===== src/mmcs_pkg.sv =====
// Shared types and constants for the min/max contrast stretch block.
// No dependencies; imported by every module of the block.
package mmcs_pkg;

  localparam int XW  = 33;
  localparam int NW  = 41;
  localparam int QW  = 8;
  localparam int STW = 3;
  localparam int SW  = 32;

  localparam logic OP_MEASURE = 1'b0;
  localparam logic OP_CONVERT = 1'b1;

  localparam logic [1:0] WID_8  = 2'd0;
  localparam logic [1:0] WID_16 = 2'd1;

  localparam logic [QW-1:0] PIX_MAX = 8'hFF;

  typedef logic signed [XW-1:0] smp_t;

  typedef struct packed {
    logic load_x;
    logic measure;
    logic prep;
    logic mul;
    logic step;
    logic load_out;
  } mmcs_cmd_t;

  typedef struct packed {
    logic trivial;
  } mmcs_stat_t;

endpackage


===== src/mmcs_ctrl.sv =====
// Controller state machine: sequences measure and convert transactions.
// Depends on mmcs_pkg; drives commands into mmcs_dp.
module mmcs_ctrl
  import mmcs_pkg::*;
(
  input  logic       clk,
  input  logic       rst_n,
  input  logic       in_valid,
  input  logic       in_operation,
  output logic       in_stall,
  output logic       out_valid,
  input  logic       out_stall,
  input  mmcs_stat_t stat,
  output mmcs_cmd_t  cmd
);

  localparam logic [2:0] S_IDLE = 3'd0;
  localparam logic [2:0] S_EXEC = 3'd1;
  localparam logic [2:0] S_MUL  = 3'd2;
  localparam logic [2:0] S_DIV  = 3'd3;
  localparam logic [2:0] S_DONE = 3'd4;

  logic [2:0] state_r, state_nxt;
  logic [2:0] cnt_r, cnt_nxt;
  logic       op_r, op_nxt;
  logic       out_valid_r, out_valid_nxt;

  assign in_stall  = (state_r != S_IDLE);
  assign out_valid = out_valid_r;

  always_comb begin
    state_nxt     = state_r;
    cnt_nxt       = cnt_r;
    op_nxt        = op_r;
    out_valid_nxt = out_valid_r & out_stall;
    cmd           = '0;
    unique case (state_r)
      S_IDLE: begin
        if (in_valid) begin
          cmd.load_x = 1'b1;
          op_nxt     = in_operation;
          state_nxt  = S_EXEC;
        end
      end
      S_EXEC: begin
        if (op_r == OP_MEASURE) begin
          cmd.measure = 1'b1;
          state_nxt   = S_IDLE;
        end else begin
          cmd.prep  = 1'b1;
          state_nxt = S_MUL;
        end
      end
      S_MUL: begin
        if (stat.trivial) begin
          state_nxt = S_DONE;
        end else begin
          cmd.mul   = 1'b1;
          cnt_nxt   = '0;
          state_nxt = S_DIV;
        end
      end
      S_DIV: begin
        cmd.step = 1'b1;
        cnt_nxt  = cnt_r + 3'd1;
        if (cnt_r == 3'd7) begin
          state_nxt = S_DONE;
        end
      end
      S_DONE: begin
        if (!out_valid_r || !out_stall) begin
          cmd.load_out  = 1'b1;
          out_valid_nxt = 1'b1;
          state_nxt     = S_IDLE;
        end
      end
      default: begin
        state_nxt = S_IDLE;
      end
    endcase
  end

  always_ff @(posedge clk) begin
    if (!rst_n) begin
      state_r     <= S_IDLE;
      cnt_r       <= '0;
      op_r        <= OP_MEASURE;
      out_valid_r <= 1'b0;
    end else begin
      state_r     <= state_nxt;
      cnt_r       <= cnt_nxt;
      op_r        <= op_nxt;
      out_valid_r <= out_valid_nxt;
    end
  end

endmodule


===== src/mmcs_dp.sv =====
// Datapath: sample decode, running min/max, range setup and radix-2 divider.
// Depends on mmcs_pkg; commanded by mmcs_ctrl.
module mmcs_dp
  import mmcs_pkg::*;
(
  input  logic           clk,
  input  logic           rst_n,
  input  logic           cfg_we,
  input  logic [STW-1:0] cfg_sample_type,
  input  logic           in_first,
  input  logic [SW-1:0]  in_sample,
  input  mmcs_cmd_t      cmd,
  output mmcs_stat_t     stat,
  output logic [QW-1:0]  out_pixel
);

  logic [STW-1:0] sample_type_r, sample_type_nxt;
  smp_t           lowest_r, lowest_nxt;
  smp_t           highest_r, highest_nxt;
  smp_t           x_r, x_nxt;
  logic           first_r, first_nxt;
  logic           trivial_r, trivial_nxt;
  logic [XW-1:0]  offset_r, offset_nxt;
  logic [XW-1:0]  range_r, range_nxt;
  logic [NW-1:0]  num_r, num_nxt;
  logic [NW-1:0]  den_r, den_nxt;
  logic [QW-1:0]  q_r, q_nxt;
  logic [QW-1:0]  pixel_r, pixel_nxt;
  smp_t           x_dec;
  logic           is_zero;
  logic           is_sat;
  logic           fits;

  always_comb begin
    unique case (sample_type_r[2:1])
      WID_8: begin
        x_dec = sample_type_r[0] ? smp_t'($signed(in_sample[7:0]))
                                 : smp_t'({25'd0, in_sample[7:0]});
      end
      WID_16: begin
        x_dec = sample_type_r[0] ? smp_t'($signed(in_sample[15:0]))
                                 : smp_t'({17'd0, in_sample[15:0]});
      end
      default: begin
        x_dec = sample_type_r[0] ? smp_t'($signed(in_sample))
                                 : smp_t'({1'b0, in_sample});
      end
    endcase
  end

  assign is_zero = (highest_r <= lowest_r) || (x_r <= lowest_r);
  assign is_sat  = (x_r >= highest_r);
  assign fits    = (num_r >= den_r);

  always_comb begin
    sample_type_nxt = cfg_we ? cfg_sample_type : sample_type_r;
    lowest_nxt      = lowest_r;
    highest_nxt     = highest_r;
    x_nxt           = x_r;
    first_nxt       = first_r;
    trivial_nxt     = trivial_r;
    offset_nxt      = offset_r;
    range_nxt       = range_r;
    num_nxt         = num_r;
    den_nxt         = den_r;
    q_nxt           = q_r;
    pixel_nxt       = pixel_r;
    if (cmd.load_x) begin
      x_nxt     = x_dec;
      first_nxt = in_first;
    end
    if (cmd.measure) begin
      if (first_r) begin
        lowest_nxt  = x_r;
        highest_nxt = x_r;
      end else begin
        if (x_r < lowest_r) begin
          lowest_nxt = x_r;
        end
        if (x_r > highest_r) begin
          highest_nxt = x_r;
        end
      end
    end
    if (cmd.prep) begin
      trivial_nxt = is_zero || is_sat;
      q_nxt       = (!is_zero && is_sat) ? PIX_MAX : '0;
      offset_nxt  = $unsigned(x_r) - $unsigned(lowest_r);
      range_nxt   = $unsigned(highest_r) - $unsigned(lowest_r);
    end
    if (cmd.mul) begin
      num_nxt = {offset_r, 8'd0} - {8'd0, offset_r};
      den_nxt = {1'b0, range_r, 7'd0};
      q_nxt   = '0;
    end
    if (cmd.step) begin
      if (fits) begin
        num_nxt = num_r - den_r;
      end
      q_nxt   = {q_r[QW-2:0], fits};
      den_nxt = {1'b0, den_r[NW-1:1]};
    end
    if (cmd.load_out) begin
      pixel_nxt = q_r;
    end
  end

  always_ff @(posedge clk) begin
    if (!rst_n) begin
      sample_type_r <= '0;
      lowest_r      <= '0;
      highest_r     <= '0;
      trivial_r     <= 1'b0;
    end else begin
      sample_type_r <= sample_type_nxt;
      lowest_r      <= lowest_nxt;
      highest_r     <= highest_nxt;
      trivial_r     <= trivial_nxt;
    end
  end

  always_ff @(posedge clk) begin
    x_r      <= x_nxt;
    first_r  <= first_nxt;
    offset_r <= offset_nxt;
    range_r  <= range_nxt;
    num_r    <= num_nxt;
    den_r    <= den_nxt;
    q_r      <= q_nxt;
    pixel_r  <= pixel_nxt;
  end

  assign stat.trivial = trivial_r;
  assign out_pixel    = pixel_r;

endmodule


===== src/minmax_contrast_stretch_to_byte_top.sv =====
// Top level of the min/max contrast stretch to 8-bit block.
// Depends on mmcs_pkg, mmcs_ctrl and mmcs_dp.
//
// Stream a plane twice: measure transactions (operation 0) track the running
// minimum and maximum of the samples, read per sample_type; convert
// transactions (operation 1) return floor((x-min)*255/(max-min)) as one byte,
// 0 for a flat plane or a sample at or below the minimum, 255 at or above the
// maximum. One transaction is taken at a time. A measure transaction goes
// through EXEC back to idle; a convert one goes through EXEC, MUL, the eight
// radix-2 restoring divider iterations in DIV unless clamped or flat, and
// DONE. A finished pixel waits in the output register while the next
// transaction is taken. Write sample_type only while the block is idle.
module minmax_contrast_stretch_to_byte_top
  import mmcs_pkg::*;
(
  input  logic           clk,
  input  logic           rst_n,
  input  logic           cfg_valid,
  output logic           cfg_ready,
  input  logic [STW-1:0] cfg_sample_type,
  input  logic           in_valid,
  output logic           in_stall,
  input  logic           in_operation,
  input  logic           in_first,
  input  logic [SW-1:0]  in_sample,
  output logic           out_valid,
  input  logic           out_stall,
  output logic [QW-1:0]  out_pixel
);

  mmcs_cmd_t  cmd;
  mmcs_stat_t stat;

  assign cfg_ready = 1'b1;

  mmcs_ctrl u_ctrl (
    .clk          (clk),
    .rst_n        (rst_n),
    .in_valid     (in_valid),
    .in_operation (in_operation),
    .in_stall     (in_stall),
    .out_valid    (out_valid),
    .out_stall    (out_stall),
    .stat         (stat),
    .cmd          (cmd)
  );

  mmcs_dp u_dp (
    .clk             (clk),
    .rst_n           (rst_n),
    .cfg_we          (cfg_valid & cfg_ready),
    .cfg_sample_type (cfg_sample_type),
    .in_first        (in_first),
    .in_sample       (in_sample),
    .cmd             (cmd),
    .stat            (stat),
    .out_pixel       (out_pixel)
  );

  a_busy_after_accept: assert property (@(posedge clk) disable iff (!rst_n)
    (in_valid && !in_stall) |=> in_stall)
    else $error("block took a transaction without going busy");

  a_out_after_load: assert property (@(posedge clk) disable iff (!rst_n)
    cmd.load_out |=> out_valid)
    else $error("pixel loaded but no result presented");

  a_one_command: assert property (@(posedge clk) disable iff (!rst_n)
    $onehot0({cmd.load_x, cmd.measure, cmd.prep, cmd.mul, cmd.step, cmd.load_out}))
    else $error("more than one datapath command at once");

  a_step_busy: assert property (@(posedge clk) disable iff (!rst_n)
    (cmd.step || cmd.mul || cmd.prep) |-> in_stall)
    else $error("convert work while input is open");

endmodule

===== config.mk =====
export PLATFORM = sky130hd
export DESIGN_NAME = minmax_contrast_stretch_to_byte_top
export DESIGN_NICKNAME = d
export VERILOG_FILES = /design/src/mmcs_pkg.sv /design/src/mmcs_ctrl.sv /design/src/mmcs_dp.sv /design/src/minmax_contrast_stretch_to_byte_top.sv
export SDC_FILE = /design/constraint.sdc
export NUM_CORES = 1
export LEC_CHECK = 0
export BUFFER_PORTS_ARGS = -buffer_cell sky130_fd_sc_hd__buf_2
export CAP_MARGIN = 20
export CORE_MARGIN = 3
export CORE_UTILIZATION = 55
export DETAILED_ROUTE_END_ITERATION = 8
export HOLD_SLACK_MARGIN = 0.1
export PLACE_DENSITY = 0.79
export SYNTH_ARGS = -nofsm -noshare
export SYNTH_HDL_FRONTEND = slang
export SYNTH_SLANG_ARGS = --single-unit

===== constraint.sdc =====
create_clock -name clk -period 6.45 [get_ports clk]
set_clock_uncertainty 0.15 [all_clocks]
set_input_delay 0.645 -clock clk [delete_from_list [all_inputs] [get_ports clk]]
set_output_delay 0.645 -clock clk [all_outputs]
set_load 0.02 [all_outputs]

==> summary.md <==
| Metric | Value |
|---|---|
| Status | `completed` |
| Main combinational cell family by area after synthesis | `compound AO/OA/AOI/OAI gates` |
| Crit-path slowest cell | `buf_4` |
| Die H | `188 um` |
| Clk pin slew, worst setup/hold paths | `0.05 ns` |
| Post-synthesis compound-gate area fraction | `0.193` |
| CTS Buf Count | `34` |
| Final period utilization | `0.674` |
| Post-Synth Adder-Cell Area | `0.117` |
| WS Path Type | `reg2reg` |
| Vias/cell | `5.97` |
| Critical path, cell by cell | `inv_1 > ha_1 > nor2b_1 > o31a_1 > o31a_1 > o22ai_1 > o31a_1 > o21ai_1 > a21oi_1 > o311a_1 > o31a_2 > buf_4 > mux2i_1` |
| Final Hold Violating Endpoints | `0` |
| Async S/R FF share, synth | `0` |
| Synth Register Bits | `275` |
| Worst EP arrival | `4.62 ns` |
| Die area | `35,500 sq um` |
| Share of layout cells above drive strength 1 | `0.0663` |
| Max-cap violations | `0` |
| Clock root cell | `clkbuf_16` |
| CTS tree | `done` |
| Violation count after the first detailed-route iteration | `1,147` |
| Hold Crit Class | `in2reg` |
| Vias in the first global route | `14,000` |
| Pin count of the biggest net entering global routing | `105` |
| Core Rows | `66` |
| Drt pass-1 iters | `5` |
| Vias | `15,000` |
| Switching Share | `0.346` |
| Final setup TNS | `0 ns` |
| Worst hold stages | `1` |
| First-pass GRT wire length | `71.4 mm` |
| Crit-path max FO | `24` |
| Area growth from synthesis to layout | `9.31%` |
| Delay-heaviest family, CP | `compound AO/OA/AOI/OAI gates` |
| Antenna violations before repair | `0` |
| Post-Syn Nets | `2,219` |
| Final setup viols | `0` |
| CP Launch Type | `flop` |
| Tightest Pin Transition | `1.01 ns` |
| Nets | `2,253` |
| Antenna-violating nets left | `0` |
| Top Ports | `53` |
| WL final | `44.3 mm` |
| Portion of netlist area occupied by mux cells | `0.0454` |
| Net Sw Power | `2.23 mW` |
| Seq pwr share | `0.351` |
| Synth top area share | `0.256` |
| Average wire per standard cell | `17.7 um` |
| Synth Area in XOR/XNOR | `0.0583` |
| Fmax | `230 MHz` |
| Stages on the worst setup path | `13` |
| Internal | `4.20 mW` |
| CTS-repair resized insts | `0` |
| Post-Syn Area | `18,300 sq um` |
| Most used flip-flop cell after synthesis | `edfxtp_1` |
| Clk_lat worst skew | `0.51 ns` |
| Global route total overflow | `0` |
| Clock Power Share | `0.278` |
| Synth warnings | `0` |
| Endpoint type of the worst setup path | `flop` |
| GRT Total Usage | `0.243` |
| Post-synthesis cell count | `2,007` |
| Antenna diodes | `0` |
| Initial Utilization | `0.560` |
| Combinational power share | `0.371` |
| Worst Reg-to-Reg Cells | `13` |
| Worst slew margin | `0.319` |
| Die X | `188 um` |
| Clock sink total | `275` |
| WHS | `0.159 ns` |
| Max H-tree Level | `2` |
| Unrepaired setup endpoints after global routing | `no` |
| Leakage | `8.38 nW` |
| Most frequent cells in the layout | `196 x nand2_1, 167 x inv_1, 167 x ha_1` |
| Commonest non-fill, non-tap cell in the layout | `nand2_1` |
| Max Buffers Root-to-Sink | `3` |
| Hold buffers post-CTS | `0` |
| Port bufs | `51` |
| Critical Path Most Common Cell | `o31a_1` |
| Synthesized area per cell | `9.13 sq um` |
| Dpl hpwl | `32.7 mm` |
| Post-synth EDFFs | `156` |
| CP required | `6.73 ns` |
| Final RePlAce weighted congestion | `0.934` |
| Post-synth cell types | `72` |
| Bufs and invs on worst path | `2` |
| Register area share after synthesis | `0.386` |
| Setup bufs post-CTS | `0` |
| Synth top area cells | `edfxtp_1 26%, dfxtp_1 13%, ha_1 11%, mux2i_1 4.5%, a21oi_1 4.5%` |
| Worst VDD drop | `214 uV` |
| Worst path max stage delay | `0.49 ns` |
| Power Dens Cells | `321 nW/um^2` |
| Tmin final | `4.35 ns` |
| Synth Area in Simple Gates | `0.150` |
| Slew Viols, Final | `0` |
| Core area | `32,700 sq um` |
| Post-synth top area cell | `edfxtp_1` |
| Drt drc | `0` |
==> final cells by class <==
| cell class | instances | area [sq um] |
|---|---|---|
| Fill cell | 2739 | 12700 |
| Clock inverter | 18 | 105 |
| Timing Repair Buffer | 63 | 358 |
| Inverter | 167 | 627 |
| Multi-Input combinational cell | 1500 | 10400 |
| Tap cell | 442 | 553 |
| Clock buffer | 43 | 947 |
| Sequential cell | 275 | 7070 |
==> per-layer routing <==
layer	up-vias	share of wire	GRT usage
li1	7286	-	-
met1	7041	0.46	0.345
met2	538	0.45	0.386
met3	96	0.060	0.0309
met4	0	0.032	0.0816
met5	-	0	0
==> synthesized netlist by cell type, drive strengths merged (5+ instances only) <==
master / count
and4: 5
nor3: 33
o21bai: 14
and2: 13
clkbuf: 52
or2: 7
nand4: 29
nand2b: 23
nand2: 197
mux2i: 82
a21oi: 163
nor2b: 69
nor4: 15
buf: 13
inv: 167
a21boi: 11
a31oi: 11
a311oi: 5
nand3: 34
and3: 9
a211oi: 33
xor2: 42
o31a: 9
nor2: 106
xnor2: 80
o21ai: 136
o31ai: 7
edfxtp: 156
a21o: 97
dfxtp: 119
or3: 11
ha: 167
o221ai: 6
o21a: 18
==> stage by stage <==
step	std cells	power (mW)	setup slack [ns]	util	cell area, sq um
floorplan	2007	4.11	3.16	-	18300
global placement	2446	4.54	2.28	0.579	18900
detailed placement	2446	4.61	2.18	0.579	18900
CTS	2507	6.41	2.17	0.612	20000
global route	2508	6.81	1.93	0.612	20000
finish	2508	6.43	2.10	0.612	20000
==> cells by family after synthesis <==
group,count (synthesis)
fa+ha+maj,170
xor+xnor,122
simple gates,566
buf+inv,232
compound gates,558
flops,275
other cells,1
mux,83
==> power groups by stage <==
| stage | sequential (mW) | combinational, mW | clock (mW) |
|---|---|---|---|
| 2_1_floorplan | 2.24 | 1.87 | 0 |
| 3_3_place_gp | 2.28 | 2.26 | 0 |
| 3_5_place_dp | 2.29 | 2.32 | 0 |
| 4_1_cts | 2.25 | 2.34 | 1.82 |
| 5_1_grt | 2.28 | 2.64 | 1.89 |
| 6_report | 2.26 | 2.38 | 1.79 |
==> state kept, by name (all words and copies together), names as in the netlist <==
register            cells
u_ctrl.out_valid        1
u_dp.q_r                8
u_dp.highest_r         33
u_ctrl.op_r             1
u_dp.first_r            1
u_dp.stat               1
u_dp.offset_r          33
u_dp.den_r             40
u_ctrl.state_r          3
u_dp.sample_type_r      3
u_dp.range_r           33
u_ctrl.cnt_r            3
u_dp.x_r               33
u_dp.lowest_r          33
u_dp.out_pixel          8
u_dp.num_r             41
==> final timing paths <==
kind | slack (ns) | to | from
setup / recovery | 2.10 | u_dp.lowest_r[18] | u_dp.lowest_r[1]
hold / removal | 0.16 | u_dp.x_r[5] | in_sample[5]
hold reg to reg | 0.27 | u_dp.out_pixel[7] | u_dp.q_r[7]
setup reg to reg | 2.10 | u_dp.lowest_r[18] | u_dp.lowest_r[1]
(Power assumes the default switching activity.)
